`config.mk`:
```
export PLATFORM = sky130hd
export DESIGN_NAME = multi_timer_bank
export DESIGN_NICKNAME = d
export VERILOG_FILES = /design/src/mtb_pkg.sv /design/src/mtb_timer_alu.sv /design/src/multi_timer_bank.sv
export VERILOG_INCLUDE_DIRS = /design/src /design/src/src
export SDC_FILE = /design/constraint.sdc
export NUM_CORES = 1
export LEC_CHECK = 0
export BUFFER_PORTS_ARGS = -buffer_cell sky130_fd_sc_hd__clkbuf_2
export CAP_MARGIN = 0
export CORE_MARGIN = 10
export CORE_UTILIZATION = 60
export DETAILED_ROUTE_END_ITERATION = 10
export PLACE_DENSITY = 0.76
export SETUP_SLACK_MARGIN = 0.2
export SLEW_MARGIN = 40
export SYNTH_ARGS = -nofsm -noshare
export SYNTH_HDL_FRONTEND = slang
export SYNTH_HIERARCHICAL = 1
export SYNTH_SLANG_ARGS = --single-unit
export TNS_END_PERCENT = 10
```
`constraint.sdc`:
```
create_clock -name clk -period 19.3 [get_ports clk]
set_input_delay 3.86 -clock clk [delete_from_list [all_inputs] [get_ports clk]]
set_output_delay 3.86 -clock clk [all_outputs]
set_load 0.005 [all_outputs]
```
`src/multi_timer_bank_macros.svh`:
```
// ----------------------------------------------------------------------------
// multi_timer_bank_macros: assertion shorthands for the timer bank
// Clocked, reset-qualified implication checks reporting through $error.
// ----------------------------------------------------------------------------
`ifndef MULTI_TIMER_BANK_MACROS_SVH
`define MULTI_TIMER_BANK_MACROS_SVH

// same-cycle implication
`define MTB_ASSERT_NOW(label, clk, rst_n, ante, cons, msg) \
    label: assert property (@(posedge clk) disable iff (!rst_n) (ante) |-> (cons)) \
        else $error(msg);

// next-cycle implication
`define MTB_ASSERT_NEXT(label, clk, rst_n, ante, cons, msg) \
    label: assert property (@(posedge clk) disable iff (!rst_n) (ante) |=> (cons)) \
        else $error(msg);

`endif

```
`src/mtb_pkg.sv`:
```
// ----------------------------------------------------------------------------
// mtb_pkg
// Command codes, sequencer states and fixed field widths of the timer bank.
// ----------------------------------------------------------------------------
`timescale 1ns / 1ps

package mtb_pkg;

    localparam int CMD_W     = 3;
    localparam int INDEX_W   = 3;
    localparam int ACTIVE_W  = 4;
    localparam int RELOAD_W  = 32;

    localparam logic [ACTIVE_W-1:0] ACTIVE_RESET = 4'd8;

    typedef enum logic [CMD_W-1:0] {
        CMD_TICK       = 3'd0,
        CMD_START      = 3'd1,
        CMD_STOP       = 3'd2,
        CMD_SET_RELOAD = 3'd3,
        CMD_CONFIGURE  = 3'd4,
        CMD_PROCESS    = 3'd5
    } cmd_t;

    typedef enum logic [1:0] {
        ST_IDLE,
        ST_READ,
        ST_RUN,
        ST_FINISH
    } state_t;

endpackage

```
`src/mtb_timer_alu.sv`:
```
// ----------------------------------------------------------------------------
// mtb_timer_alu
// Shared per-timer update (decrement, expiry compare, reload select, start,
// stop, reload/repeat loads) for the one timer entry the sequencer holds.
// ----------------------------------------------------------------------------
`timescale 1ns / 1ps

module mtb_timer_alu
    import mtb_pkg::*;
#(
    parameter int COUNTER_WIDTH = 32
)
(
    input  cmd_t                            cmd,
    input  logic signed [COUNTER_WIDTH-1:0] count_in,
    input  logic signed [COUNTER_WIDTH-1:0] reload_in,
    input  logic                            repeat_in,
    input  logic signed [COUNTER_WIDTH-1:0] load_reload,
    input  logic                            load_repeat,
    output logic signed [COUNTER_WIDTH-1:0] count_out,
    output logic signed [COUNTER_WIDTH-1:0] reload_out,
    output logic                            repeat_out,
    output logic                            fire
);

    localparam logic [COUNTER_WIDTH-1:0] ONE = {{(COUNTER_WIDTH-1){1'b0}}, 1'b1};

    always_comb
    begin
        count_out  = count_in;
        reload_out = reload_in;
        repeat_out = repeat_in;
        fire       = 1'b0;
        case (cmd)
            CMD_TICK:
            begin
                // only positive counts run down; stopped and other negatives hold
                if (!count_in[COUNTER_WIDTH-1] && (count_in != '0))
                begin
                    count_out = count_in - ONE;
                end
            end
            CMD_PROCESS:
            begin
                if (count_in == '0)
                begin
                    fire      = 1'b1;
                    count_out = repeat_in ? reload_in : '1;
                end
            end
            CMD_START:
            begin
                count_out = reload_in;
            end
            CMD_STOP:
            begin
                count_out = '1;
            end
            CMD_SET_RELOAD:
            begin
                reload_out = load_reload;
            end
            CMD_CONFIGURE:
            begin
                reload_out = load_reload;
                repeat_out = load_repeat;
                count_out  = '1;
            end
            default:
            begin
                count_out = count_in;
            end
        endcase
    end

endmodule

```
`src/multi_timer_bank.sv`:
```
// ----------------------------------------------------------------------------
// multi_timer_bank
// Bank of one-shot / periodic timers held in a small memory, updated one
// entry per cycle through a shared update unit under a scan sequencer.
// ----------------------------------------------------------------------------
//
//  channel   | handshake                  | payload
//  ----------+----------------------------+------------------------------------
//  command   | start, busy (taken: !busy) | cmd, timer_index, reload_value,
//            |                            | repeat_flag
//  result    | result_valid (one cycle)   | fired, fired_index, last
//  config    | cfg_valid, cfg_ready       | cfg_data (active_timers)
//
//  Tick, over n = min(active_timers, NUM_TIMERS) timers: a memory read
//  lead-in, then one timer per cycle. Process: the same, then a finish state
//  (alone if none is active); a hit is held until the next hit or the scan
//  end, so a result leaves in the cycle after the next hit, the last from the
//  finish state. Start/stop/set reload/configure: read, then run. Ignored
//  commands and a tick with no active timer keep busy low. The active count
//  is taken only in an idle cycle without start. Reset clears the per-entry
//  valid bits at once, so no clearing pass runs. Results cannot be stalled.
//
`timescale 1ns / 1ps

`include "multi_timer_bank_macros.svh"

module multi_timer_bank
    import mtb_pkg::*;
#(
    parameter int NUM_TIMERS    = 8,
    parameter int COUNTER_WIDTH = 32
)
(
    input  logic                       clk,
    input  logic                       rst_n,
    input  logic                       start,
    output logic                       busy,
    input  logic [CMD_W-1:0]           cmd,
    input  logic [INDEX_W-1:0]         timer_index,
    input  logic signed [RELOAD_W-1:0] reload_value,
    input  logic                       repeat_flag,
    output logic                       result_valid,
    output logic                       fired,
    output logic [INDEX_W-1:0]         fired_index,
    output logic                       last,
    input  logic                       cfg_valid,
    output logic                       cfg_ready,
    input  logic [ACTIVE_W-1:0]        cfg_data
);

    localparam int IDX_W   = (NUM_TIMERS > 1) ? $clog2(NUM_TIMERS) : 1;
    localparam int CNT_W   = $clog2(NUM_TIMERS + 1);
    localparam int ENTRY_W = 2 * COUNTER_WIDTH + 1;
    localparam longint RMAX = (longint'(1) <<< (COUNTER_WIDTH - 1)) - 64'sd1;
    localparam longint RMIN = -RMAX - 64'sd1;
    localparam logic [ENTRY_W-1:0] ENTRY_RESET = {1'b0, {(2*COUNTER_WIDTH){1'b1}}};

    // control
    state_t                   state_reg, state_next;
    cmd_t                     cmd_reg, cmd_next;
    logic [IDX_W-1:0]         ptr_reg, ptr_next;
    logic                     pend_reg, pend_next;
    logic [INDEX_W-1:0]       pend_idx_reg, pend_idx_next;
    logic                     result_valid_reg, result_valid_next;
    logic [ACTIVE_W-1:0]      active_reg;
    logic [NUM_TIMERS-1:0]    vld_reg;

    // payload
    logic signed [COUNTER_WIDTH-1:0] reload_reg, reload_next;
    logic                     repeat_reg, repeat_next;
    logic                     fired_reg, fired_next;
    logic [INDEX_W-1:0]       fired_index_reg, fired_index_next;
    logic                     last_reg, last_next;

    // timer store
    logic [ENTRY_W-1:0]       mem [NUM_TIMERS];
    logic [ENTRY_W-1:0]       rd_data_reg;
    logic                     rd_vld_reg;
    logic [IDX_W-1:0]         rd_addr;
    logic                     wr_en;
    logic [ENTRY_W-1:0]       wr_data;
    logic [ENTRY_W-1:0]       entry;

    logic [CNT_W-1:0]         eff_n;
    logic                     accept;
    longint                   reload_wide;
    logic signed [COUNTER_WIDTH-1:0] reload_clamped;

    logic signed [COUNTER_WIDTH-1:0] alu_count, alu_reload;
    logic                     alu_repeat, alu_fire;

    assign accept    = start && (state_reg == ST_IDLE);
    assign busy      = (state_reg != ST_IDLE);
    // hold off the active count while a command is being taken
    assign cfg_ready = (state_reg == ST_IDLE) && !start;

    assign result_valid = result_valid_reg;
    assign fired        = fired_reg;
    assign fired_index  = fired_index_reg;
    assign last         = last_reg;

    assign eff_n = (32'(active_reg) > NUM_TIMERS) ? CNT_W'(NUM_TIMERS) : CNT_W'(active_reg);

    // saturate the reload into the counter range
    assign reload_wide    = longint'(reload_value);
    assign reload_clamped = (reload_wide > RMAX) ? COUNTER_WIDTH'(RMAX) :
                            (reload_wide < RMIN) ? COUNTER_WIDTH'(RMIN) :
                            COUNTER_WIDTH'(reload_wide);

    // never-written entries read as stopped
    assign entry = rd_vld_reg ? rd_data_reg : ENTRY_RESET;

    mtb_timer_alu #(
        .COUNTER_WIDTH (COUNTER_WIDTH)
    ) u_alu (
        .cmd         (cmd_reg),
        .count_in    (entry[COUNTER_WIDTH-1:0]),
        .reload_in   (entry[2*COUNTER_WIDTH-1:COUNTER_WIDTH]),
        .repeat_in   (entry[ENTRY_W-1]),
        .load_reload (reload_reg),
        .load_repeat (repeat_reg),
        .count_out   (alu_count),
        .reload_out  (alu_reload),
        .repeat_out  (alu_repeat),
        .fire        (alu_fire)
    );

    assign wr_data = {alu_repeat, alu_reload, alu_count};

    always_comb
    begin
        state_next        = state_reg;
        cmd_next          = cmd_reg;
        ptr_next          = ptr_reg;
        pend_next         = pend_reg;
        pend_idx_next     = pend_idx_reg;
        reload_next       = reload_reg;
        repeat_next       = repeat_reg;
        result_valid_next = 1'b0;
        fired_next        = fired_reg;
        fired_index_next  = fired_index_reg;
        last_next         = last_reg;
        rd_addr           = ptr_reg;
        wr_en             = 1'b0;

        case (state_reg)
            ST_IDLE:
            begin
                if (accept)
                begin
                    cmd_next    = cmd_t'(cmd);
                    reload_next = reload_clamped;
                    repeat_next = repeat_flag;
                    pend_next   = 1'b0;
                    case (cmd_t'(cmd))
                        CMD_TICK, CMD_PROCESS:
                        begin
                            ptr_next = '0;
                            if (eff_n != '0)
                            begin
                                state_next = ST_READ;
                            end
                            else if (cmd_t'(cmd) == CMD_PROCESS)
                            begin
                                state_next = ST_FINISH;
                            end
                        end
                        CMD_START, CMD_STOP, CMD_SET_RELOAD, CMD_CONFIGURE:
                        begin
                            ptr_next = IDX_W'(timer_index);
                            // drop commands aimed past the active timers
                            if (32'(timer_index) < 32'(eff_n))
                            begin
                                state_next = ST_READ;
                            end
                        end
                        default:
                        begin
                            state_next = ST_IDLE;
                        end
                    endcase
                end
            end
            ST_READ:
            begin
                rd_addr    = ptr_reg;
                state_next = ST_RUN;
            end
            ST_RUN:
            begin
                wr_en   = 1'b1;
                // fetch the next entry while this one is written back
                rd_addr = ptr_reg + IDX_W'(1);
                if ((cmd_reg == CMD_PROCESS) && alu_fire)
                begin
                    // hold the newest hit until we know whether it is the last
                    if (pend_reg)
                    begin
                        result_valid_next = 1'b1;
                        fired_next        = 1'b1;
                        fired_index_next  = pend_idx_reg;
                        last_next         = 1'b0;
                    end
                    pend_next     = 1'b1;
                    pend_idx_next = INDEX_W'(ptr_reg);
                end
                if (((cmd_reg == CMD_TICK) || (cmd_reg == CMD_PROCESS)) &&
                    ((CNT_W'(ptr_reg) + CNT_W'(1)) < eff_n))
                begin
                    ptr_next = ptr_reg + IDX_W'(1);
                end
                else if (cmd_reg == CMD_PROCESS)
                begin
                    state_next = ST_FINISH;
                end
                else
                begin
                    state_next = ST_IDLE;
                end
            end
            ST_FINISH:
            begin
                result_valid_next = 1'b1;
                fired_next        = pend_reg;
                fired_index_next  = pend_reg ? pend_idx_reg : '0;
                last_next         = 1'b1;
                pend_next         = 1'b0;
                state_next        = ST_IDLE;
            end
            default:
            begin
                state_next = ST_IDLE;
            end
        endcase
    end

    always_ff @(posedge clk or negedge rst_n)
    begin
        if (!rst_n)
        begin
            state_reg        <= ST_IDLE;
            cmd_reg          <= CMD_TICK;
            ptr_reg          <= '0;
            pend_reg         <= 1'b0;
            pend_idx_reg     <= '0;
            result_valid_reg <= 1'b0;
            active_reg       <= ACTIVE_RESET;
            vld_reg          <= '0;
        end
        else
        begin
            state_reg        <= state_next;
            cmd_reg          <= cmd_next;
            ptr_reg          <= ptr_next;
            pend_reg         <= pend_next;
            pend_idx_reg     <= pend_idx_next;
            result_valid_reg <= result_valid_next;
            if (cfg_valid && cfg_ready)
            begin
                active_reg <= cfg_data;
            end
            if (wr_en)
            begin
                vld_reg[ptr_reg] <= 1'b1;
            end
        end
    end

    always_ff @(posedge clk)
    begin
        reload_reg      <= reload_next;
        repeat_reg      <= repeat_next;
        fired_reg       <= fired_next;
        fired_index_reg <= fired_index_next;
        last_reg        <= last_next;
    end

    always_ff @(posedge clk)
    begin
        if (wr_en)
        begin
            mem[ptr_reg] <= wr_data;
        end
        rd_data_reg <= mem[rd_addr];
        rd_vld_reg  <= vld_reg[rd_addr];
    end

    `MTB_ASSERT_NOW(a_empty_scan_is_last, clk, rst_n, result_valid && !fired,
        last && (fired_index == '0), "empty scan result must be last with index zero")
    `MTB_ASSERT_NOW(a_result_only_from_process, clk, rst_n, result_valid,
        cmd_reg == CMD_PROCESS, "result strobe outside a process scan")
    `MTB_ASSERT_NOW(a_scan_ptr_in_range, clk, rst_n, state_reg == ST_RUN,
        (CNT_W'(ptr_reg) < eff_n), "scan pointer beyond active timers")
    `MTB_ASSERT_NEXT(a_gap_after_last, clk, rst_n, result_valid && last,
        !result_valid, "result follows the last one of a scan")

endmodule

```
==> flow_results.xml, run 1 <==
<?xml version="1.0" encoding="UTF-8"?>
<metrics>
  <group name="clock_network">
    <metric name="clkLatencyLatePin" unit="ns">0.62</metric>
    <metric name="cts_resized" unit="">0</metric>
    <metric name="clock_tree.buffer_depth" unit="">3</metric>
    <metric name="clock_transition_at_the_register_clock_pins_on_the_worst_setup_and_hold_paths_after_cts" unit="ns">0.06</metric>
    <metric name="cts_inserted_buffers" unit="">66</metric>
    <metric name="hold_fix_buffers_at_cts" unit="">0</metric>
    <metric name="cts_h_tree_lvls" unit="">3</metric>
    <metric name="tritoncts" unit="">done</metric>
    <metric name="ctsRootBufferMaster" unit="">sky130_fd_sc_hd__clkbuf_16</metric>
    <metric name="clock_sink_count" unit="">649</metric>
    <metric name="postCtsSetupBuffers" unit="">0</metric>
  </group>
  <group name="detailed_routing">
    <metric name="count_of_routing_violations_after_the_opening_detailed_route_iteration" unit="">2537</metric>
    <metric name="drc_markers" unit="">0</metric>
    <metric name="drt_first_pass_iters" unit="">5</metric>
    <metric name="detailroute.via_count" unit="">20800</metric>
    <metric name="vias_per_cell" unit="">6.74</metric>
    <metric name="drt_wl_total" unit="um">80800</metric>
    <metric name="ant_nets" unit="">0</metric>
    <metric name="wl_per_cell" unit="um">26.2</metric>
  </group>
  <group name="sta">
    <metric name="fmax" unit="MHz">123</metric>
    <metric name="finalCriticalPeriod" unit="ns">8.10</metric>
    <metric name="final.setup_skew" unit="ns">0.0336</metric>
    <metric name="timing.final.max_slew_violations" unit="">0</metric>
    <metric name="timing.final.setup_violations" unit="">0</metric>
    <metric name="final_period_util" unit="%">42.0</metric>
    <metric name="tightestPinTransition" unit="ns">0.902</metric>
    <metric name="slew_headroom" unit="%">39.9</metric>
    <metric name="report.final.hold_viol_count" unit="">0</metric>
    <metric name="hold_slack" unit="ns">0.470</metric>
    <metric name="totalNegativeSetupSlack" unit="ns">0</metric>
    <metric name="rsz0062_at_grt" unit="">false</metric>
  </group>
  <group name="die">
    <metric name="chipHeight" unit="um">243</metric>
    <metric name="floorplan.rows" unit="">81</metric>
    <metric name="io_pins" unit="">55</metric>
    <metric name="initial_core_utilization" unit="%">60.8</metric>
    <metric name="floorplan.die_area" unit="um^2">59000</metric>
    <metric name="coreArea" unit="um^2">49100</metric>
    <metric name="die_x" unit="um">243</metric>
  </group>
  <group name="placed_design">
    <metric name="gpl.final_weighted_congestion" unit="">0.963</metric>
    <metric name="dpl.hpwl" unit="um">44000</metric>
    <metric name="port_buffers" unit="">54</metric>
  </group>
  <group name="synth">
    <metric name="area_fraction_in_compound_gates_after_synthesis" unit="%">12.2</metric>
    <metric name="yosys_warnings" unit="">6</metric>
    <metric name="synth_area" unit="um^2">29800</metric>
    <metric name="synth_async_sr_flop_share" unit="%">3.85</metric>
    <metric name="largest_family_of_logic_cells_by_synthesized_area" unit="">simple AND/OR/NAND/NOR gates</metric>
    <metric name="synthXorXnorAreaFrac" unit="%">0.382</metric>
    <metric name="synthMuxAreaShare" unit="%">8.23</metric>
    <metric name="post_synth_and_or_nand_nor_area_fraction" unit="%">13.0</metric>
    <metric name="synth_fp_nets" unit="">2467</metric>
    <metric name="synth-main-ff-cell" unit="">sky130_fd_sc_hd__edfxtp_1</metric>
    <metric name="ys_types" unit="">85</metric>
    <metric name="yosysSeqAreaShare" unit="%">62.7</metric>
    <metric name="synth-seq-cells" unit="">649</metric>
    <metric name="synthesis.instances" unit="">2413</metric>
    <metric name="syn-mean-instance-area" unit="um^2">12.4</metric>
    <metric name="synth_fa_ha_area_share" unit="%">0.294</metric>
    <metric name="synth_edf_count" unit="">558</metric>
  </group>
  <group name="finish">
    <metric name="largest_register_ff_count" unit="">520</metric>
    <metric name="area.sequential" unit="um^2">18700</metric>
    <metric name="area_growth_syn_to_layout" unit="%">9.75</metric>
    <metric name="layout_net_count" unit="">2421</metric>
    <metric name="final_layout_size_suffix_gt1_share" unit="%">12.1</metric>
    <metric name="multi_input_comb_area" unit="um^2">10300</metric>
    <metric name="num_antenna_cells" unit="">0</metric>
    <metric name="filler_cell_count" unit="">3486</metric>
  </group>
  <group name="worst_setup_path">
    <metric name="worst_setup_path_start_kind" unit="">input pin</metric>
    <metric name="crit_buf_inv" unit="">2</metric>
    <metric name="worst_ep_arrival_time" unit="ns">4.24</metric>
    <metric name="crit_fanout" unit="">4</metric>
    <metric name="cp_data_required_time" unit="ns">15.44</metric>
    <metric name="crit_path_top_delay_cell" unit="">sky130_fd_sc_hd__nor2_1</metric>
    <metric name="critical_path.top_delay_family" unit="">buffers and inverters</metric>
    <metric name="worst_setup_path_end_kind" unit="">primary output</metric>
    <metric name="crit_type" unit="">in -&gt; out</metric>
    <metric name="crit_path_max_incr_delay" unit="ns">0.14</metric>
    <metric name="path_cells" unit="">clkbuf_2 &gt; nor2_1 &gt; clkbuf_2</metric>
    <metric name="reg2reg_slack" unit="ns">13.87</metric>
    <metric name="worst_path_most_repeated_cell" unit="">sky130_fd_sc_hd__clkbuf_2</metric>
  </group>
  <group name="grt">
    <metric name="gr-total-overflow" unit="">0</metric>
    <metric name="grt_util_all_layers" unit="%">26.7</metric>
    <metric name="pin_count_of_the_biggest_net_entering_global_routing" unit="">133</metric>
    <metric name="number_of_global_route_vias_before_repair" unit="">20800</metric>
    <metric name="first_pass_grt_wire_length" unit="um">122000</metric>
    <metric name="grt_antenna_before_repair" unit="">2</metric>
  </group>
  <group name="pwr">
    <metric name="vdd.ir_drop.worst" unit="uV">191</metric>
    <metric name="leakagePower" unit="nW">11.1</metric>
    <metric name="clkPwrFrac" unit="%">20.3</metric>
    <metric name="combinationalPowerShare" unit="%">44.4</metric>
    <metric name="switchingPower" unit="W">0.00246</metric>
    <metric name="switching_share" unit="%">40.5</metric>
    <metric name="power_dens_cells" unit="nW/um^2">185</metric>
    <metric name="sequential_power_share" unit="%">35.3</metric>
    <metric name="cell_internal_pwr" unit="W">0.00361</metric>
  </group>
  <group name="run">
    <metric name="max_cap_violations" unit="">0</metric>
  </group>
  <group name="min_path">
    <metric name="hp_class" unit="">reg -&gt; reg</metric>
  </group>
  <group name="run_status">
    <metric name="run_status" unit="">finished clean</metric>
  </group>
</metrics>
-- cells in the final DEF, fill, tap and decap left out, types with 17 or more instances in the layout --
cell type                     n
sky130_fd_sc_hd__a21oi_1     38
sky130_fd_sc_hd__a31oi_1     81
sky130_fd_sc_hd__a32o_1      65
sky130_fd_sc_hd__buf_4       29
sky130_fd_sc_hd__clkbuf_1    17
sky130_fd_sc_hd__clkbuf_16   68
sky130_fd_sc_hd__clkbuf_2    54
sky130_fd_sc_hd__dfrtp_1     22
sky130_fd_sc_hd__dfxtp_1     65
sky130_fd_sc_hd__edfxtp_1   558
sky130_fd_sc_hd__mux2_2      38
sky130_fd_sc_hd__mux2i_1    201
sky130_fd_sc_hd__nand2_1    183
sky130_fd_sc_hd__nand2b_1    77
sky130_fd_sc_hd__nor2_1     181
sky130_fd_sc_hd__nor2b_1     75
sky130_fd_sc_hd__nor3_1     144
sky130_fd_sc_hd__o211ai_1    72
sky130_fd_sc_hd__o21ai_0     84
sky130_fd_sc_hd__o22ai_1     70
-- power by group through the flow --
stage / Sequential (W) / Combinational (W) / Clock (W)
finish: 0.00214 / 0.00270 / 0.00123
global route: 0.00216 / 0.00287 / 0.00130
CTS: 0.00213 / 0.00263 / 0.00124
detailed placement: 0.00216 / 0.00261 / 0
global placement: 0.00215 / 0.00249 / 0
floorplan: 0.00209 / 0.00189 / 0
-- worst paths after layout --
kind | startpoint | endpoint | depth (start not counted)
max in group asynchronous | rst_n | ptr_reg[0] | 1
setup reg to reg | rd_vld_reg | mem[6][26] | 10
setup / recovery | start | cfg_ready | 3
min in group asynchronous | rst_n | ptr_reg[1] | 1
hold reg to reg | vld_reg[2] | vld_reg[2] | 1
hold / removal | vld_reg[2] | vld_reg[2] | 1
-- layer usage --
layer | wire, um | global-route usage (%) | vias to the layer above
li1 | - | - | 9113
met1 | 31400 | 34.6 | 10300
met2 | 39200 | 44.3 | 1215
met3 | 7930 | 4.45 | 188
met4 | 2310 | 10.3 | 0
met5 | 0 | 0 | -
-- layout make-up --
type	instances	area share, %
clock buffers	91	5.64
clock inverters	31	0.753
inverters	11	0.126
multi-input cells	1540	31.5
flip-flops and latches	649	57.1
well taps	664	2.54
repair buffers	99	2.25
-- Yosys cell counts (10+ instances only) --
cell type                  number  area share (%)
sky130_fd_sc_hd__edfxtp_1     558              56
sky130_fd_sc_hd__mux2i_1      201             6.7
sky130_fd_sc_hd__nor2_1       185             2.3
sky130_fd_sc_hd__nand2_1      184             2.3
sky130_fd_sc_hd__nor3_1       151             2.5
sky130_fd_sc_hd__clkbuf_1     138             1.7
sky130_fd_sc_hd__o21ai_0       88             1.5
sky130_fd_sc_hd__a31oi_1       82             1.7
sky130_fd_sc_hd__nand2b_1      79             1.7
sky130_fd_sc_hd__nor2b_1       75             1.6
sky130_fd_sc_hd__o211ai_1      72             1.8
sky130_fd_sc_hd__o22ai_1       70             1.5
sky130_fd_sc_hd__dfxtp_1       66             4.4
sky130_fd_sc_hd__a32o_1        65             2.2
sky130_fd_sc_hd__buf_2         48            0.81
sky130_fd_sc_hd__a21oi_1       38            0.64
sky130_fd_sc_hd__mux2_2        38             1.4
sky130_fd_sc_hd__dfrtp_1       24             2.0
sky130_fd_sc_hd__buf_1         15            0.19
sky130_fd_sc_hd__nand3_1       15            0.25
sky130_fd_sc_hd__a21o_1        14            0.35
sky130_fd_sc_hd__and2_1        11            0.23
sky130_fd_sc_hd__or2_2         11            0.23
sky130_fd_sc_hd__inv_1         10            0.13
-- logic make-up after synthesis --
family,Yosys count
and+or+nand+nor,773
DFF,649
AOI/OAI and AO/OA,510
muxes,240
buffers and inverters,224
xor gates and xnor gates,10
adders and majority gates,7
-- through the flow --
stage	cells	util, %	worst slack [ns]	cell area, um^2	power [W]
floorplan	2413	-	11.25	29800	0.00398
global placement	2957	62.1	11.16	30500	0.00464
detailed placement	2962	62.4	11.20	30600	0.00477
CTS	3084	66.6	11.20	32700	0.00600
global route	3085	66.8	11.16	32700	0.00632
finish	3085	66.8	11.20	32700	0.00607
(Power assumes the default switching activity.)
==> run 2, diff against run 1 <==
--- a/config.mk
+++ b/config.mk
@@ -9,9 +9,9 @@
 export BUFFER_PORTS_ARGS = -buffer_cell sky130_fd_sc_hd__clkbuf_2
 export CAP_MARGIN = 0
 export CORE_MARGIN = 10
-export CORE_UTILIZATION = 60
+export CORE_UTILIZATION = 57
 export DETAILED_ROUTE_END_ITERATION = 10
-export PLACE_DENSITY = 0.76
+export PLACE_DENSITY = 0.75
 export SETUP_SLACK_MARGIN = 0.2
 export SLEW_MARGIN = 40
 export SYNTH_ARGS = -nofsm -noshare
==> constraint.sdc (replaced) <==
create_clock -name clk -period 6.8 [get_ports clk]
set_input_delay 1.36 -clock clk [delete_from_list [all_inputs] [get_ports clk]]
set_output_delay 1.36 -clock clk [all_outputs]
set_load 0.005 [all_outputs]
==> flow_results.xml, run 2 (synthesis gave the netlist of run 1 again) <==
<?xml version="1.0" encoding="UTF-8"?>
<metrics>
  <group name="worst_setup_path">
    <metric name="cp_data_required_time" unit="ns">7.09</metric>
    <metric name="worst_ep_arrival_time" unit="ns">4.95</metric>
    <metric name="reg2reg_slack" unit="ns">2.14</metric>
    <metric name="worst_setup_path_end_kind" unit="">flop</metric>
    <metric name="crit_path_max_incr_delay" unit="ns">0.73</metric>
    <metric name="r2r_end" unit="">mem[6][16]</metric>
    <metric name="critical_path.top_delay_family" unit="">simple AND/OR/NAND/NOR gates</metric>
    <metric name="worst_path_most_repeated_cell" unit="">sky130_fd_sc_hd__buf_4</metric>
    <metric name="worst_setup_path_start_kind" unit="">flop</metric>
    <metric name="reg2reg_from" unit="">rd_vld_reg</metric>
    <metric name="crit_type" unit="">reg -&gt; reg</metric>
    <metric name="path_cells" unit="">buf_4 &gt; nand2b_1 &gt; nor4_2 &gt; nand2_1 &gt; nor4_4 &gt; buf_4 &gt; a21o_4 &gt; a2111oi_0 &gt; nor3_1</metric>
    <metric name="crit_path_top_delay_cell" unit="">sky130_fd_sc_hd__dfxtp_2</metric>
    <metric name="crit_buf_inv" unit="">2</metric>
    <metric name="crit_fanout" unit="">28</metric>
    <metric name="worstRegToRegCells" unit="">9</metric>
  </group>
  <group name="sta">
    <metric name="slew_headroom" unit="%">40.8</metric>
    <metric name="timing.final.max_slew_violations" unit="">0</metric>
    <metric name="report.final.hold_viol_count" unit="">0</metric>
    <metric name="final_period_util" unit="%">68.5</metric>
    <metric name="totalNegativeSetupSlack" unit="ns">0</metric>
    <metric name="tightestPinTransition" unit="ns">0.887</metric>
    <metric name="finalCriticalPeriod" unit="ns">4.66</metric>
    <metric name="final.setup_skew" unit="ns">0.0289</metric>
    <metric name="rsz0062_at_grt" unit="">false</metric>
    <metric name="fmax" unit="MHz">215</metric>
    <metric name="timing.final.setup_violations" unit="">0</metric>
  </group>
  <group name="pwr">
    <metric name="power_dens_cells" unit="nW/um^2">524</metric>
    <metric name="vdd.ir_drop.worst" unit="uV">477</metric>
    <metric name="leakagePower" unit="nW">11.1</metric>
  </group>
  <group name="placed_design">
    <metric name="gpl.final_weighted_congestion" unit="">0.985</metric>
    <metric name="post-place-cells" unit="">2980</metric>
    <metric name="port_buffers" unit="">54</metric>
    <metric name="dpl_cell_area" unit="um^2">30600</metric>
    <metric name="dpl.hpwl" unit="um">45600</metric>
  </group>
  <group name="run_status">
    <metric name="run_status" unit="">complete, but fails checks</metric>
    <metric name="failing_checks" unit="">design-rule violations</metric>
  </group>
  <group name="clock_network">
    <metric name="clock_transition_at_the_register_clock_pins_on_the_worst_setup_and_hold_paths_after_cts" unit="ns">0.06</metric>
    <metric name="clock_sink_count" unit="">649</metric>
    <metric name="cts_resized" unit="">0</metric>
    <metric name="hold_fix_buffers_at_cts" unit="">0</metric>
    <metric name="postCtsSetupBuffers" unit="">0</metric>
    <metric name="tritoncts" unit="">done</metric>
    <metric name="cts_inserted_buffers" unit="">67</metric>
    <metric name="clock_tree.buffer_depth" unit="">3</metric>
    <metric name="ctsRootBufferMaster" unit="">sky130_fd_sc_hd__clkbuf_16</metric>
    <metric name="clkLatencyLatePin" unit="ns">0.62</metric>
    <metric name="cts_h_tree_lvls" unit="">3</metric>
  </group>
  <group name="grt">
    <metric name="grt_util_all_layers" unit="%">25.1</metric>
    <metric name="grt_antenna_before_repair" unit="">0</metric>
    <metric name="number_of_global_route_vias_before_repair" unit="">20800</metric>
    <metric name="first_pass_grt_wire_length" unit="um">123000</metric>
    <metric name="pin_count_of_the_biggest_net_entering_global_routing" unit="">132</metric>
    <metric name="gr-total-overflow" unit="">0</metric>
  </group>
  <group name="detailed_routing">
    <metric name="wl_per_cell" unit="um">26.0</metric>
    <metric name="drt_first_pass_iters" unit="">8</metric>
    <metric name="detailroute.via_count" unit="">20700</metric>
    <metric name="drc_markers" unit="">1</metric>
    <metric name="count_of_routing_violations_after_the_opening_detailed_route_iteration" unit="">2316</metric>
    <metric name="vias_per_cell" unit="">6.69</metric>
    <metric name="ant_nets" unit="">0</metric>
    <metric name="drt_wl_total" unit="um">80500</metric>
  </group>
  <group name="finish">
    <metric name="post_layout_nonfiller_instances" unit="">3101</metric>
    <metric name="num_antenna_cells" unit="">0</metric>
    <metric name="final_layout_size_suffix_gt1_share" unit="%">11.7</metric>
    <metric name="commonest_non_fill_non_tap_cell_in_the_layout" unit="">sky130_fd_sc_hd__edfxtp_1</metric>
    <metric name="area_growth_syn_to_layout" unit="%">9.54</metric>
    <metric name="layout_net_count" unit="">2423</metric>
    <metric name="layout.cell_area.non_filler" unit="um^2">32700</metric>
    <metric name="largest_register_ff_count" unit="">520</metric>
    <metric name="most_frequent_cells_in_the_layout" unit="">sky130_fd_sc_hd__edfxtp_1, sky130_fd_sc_hd__mux2i_1, sky130_fd_sc_hd__nand2_1, sky130_fd_sc_hd__nor2_1, sky130_fd_sc_hd__nor3_1</metric>
  </group>
  <group name="min_path">
    <metric name="whs_path_depth" unit="">1</metric>
    <metric name="hold_path.startpoint" unit="">vld_reg[5]</metric>
    <metric name="min_to" unit="">vld_reg[5]</metric>
    <metric name="hp_class" unit="">reg -&gt; reg</metric>
  </group>
  <group name="die">
    <metric name="floorplan.rows" unit="">83</metric>
    <metric name="coreArea" unit="um^2">51600</metric>
    <metric name="io_pins" unit="">55</metric>
    <metric name="floorplan.die_area" unit="um^2">61900</metric>
    <metric name="initial_core_utilization" unit="%">57.8</metric>
    <metric name="chipHeight" unit="um">249</metric>
    <metric name="die_x" unit="um">249</metric>
  </group>
  <group name="run">
    <metric name="max_cap_violations" unit="">0</metric>
  </group>
</metrics>
[run 2: cell count changes in the layout (fill, tap and decap cells not counted), sizes merged]
cell / previous run / this run
buf: 45 / 46
bufinv: 2 / 3
clkbuf: 145 / 155
clkinv: 24 / 17
clkinvlp: 3 / 1
inv: 13 / 10
[run 2: where the power goes]
| part | switching (W) | total [W] | internal, W |
|---|---|---|---|
| Combinational | 0.00504 | 0.00755 | 0.00251 |
| Sequential | 0.000396 | 0.00609 | 0.00570 |
| Clock | 0.00146 | 0.00349 | 0.00203 |
[run 2: area by class of cell]
cell class              count  area (um^2)
clock inverters            20          185
clock buffers             101         1890
fillers                  3714        18900
inverters                  11         41.3
flip-flops and latches    649        18700
repair buffers            100          688
multi-input cells        1540        10300
well taps                 680          851
[run 2: metal layers]
metal | share of wire (%) | global-route usage (%) | wire, um
met1 | 40 | 32.2 | 31900
met2 | 49 | 41.9 | 39400
met3 | 8.4 | 3.79 | 6790
met5 | 0 | 0 | 0
met4 | 2.9 | 10.5 | 2340
[run 2: how the worst max path moves through the flow]
stage | from | end | slack, ns | cells after the start
floorplan | ptr_reg[1] | vld_reg[6] | 0.51 | 6
global placement | rd_vld_reg | mem[0][7] | 2.17 | 8
detailed placement | rd_vld_reg | mem[3][7] | 2.14 | 9
CTS | rd_vld_reg | mem[2][8] | 2.07 | 9
global route | rd_vld_reg | mem[4][29] | 1.90 | 9
finish | rd_vld_reg | mem[6][16] | 2.14 | 9
[run 2: stage by stage]
| stage | power [W] | util, % | setup slack [ns] | hold slack, ns |
|---|---|---|---|---|
| global placement | 0.0132 | 59.1 | 2.17 | 0.450 |
| finish | 0.0171 | 63.3 | 2.14 | 0.469 |
| floorplan | 0.0113 | - | 0.513 | 0.432 |
| detailed placement | 0.0135 | 59.3 | 2.14 | 0.454 |
| global route | 0.0179 | 63.3 | 1.90 | 0.498 |
| CTS | 0.0170 | 63.3 | 2.07 | 0.468 |
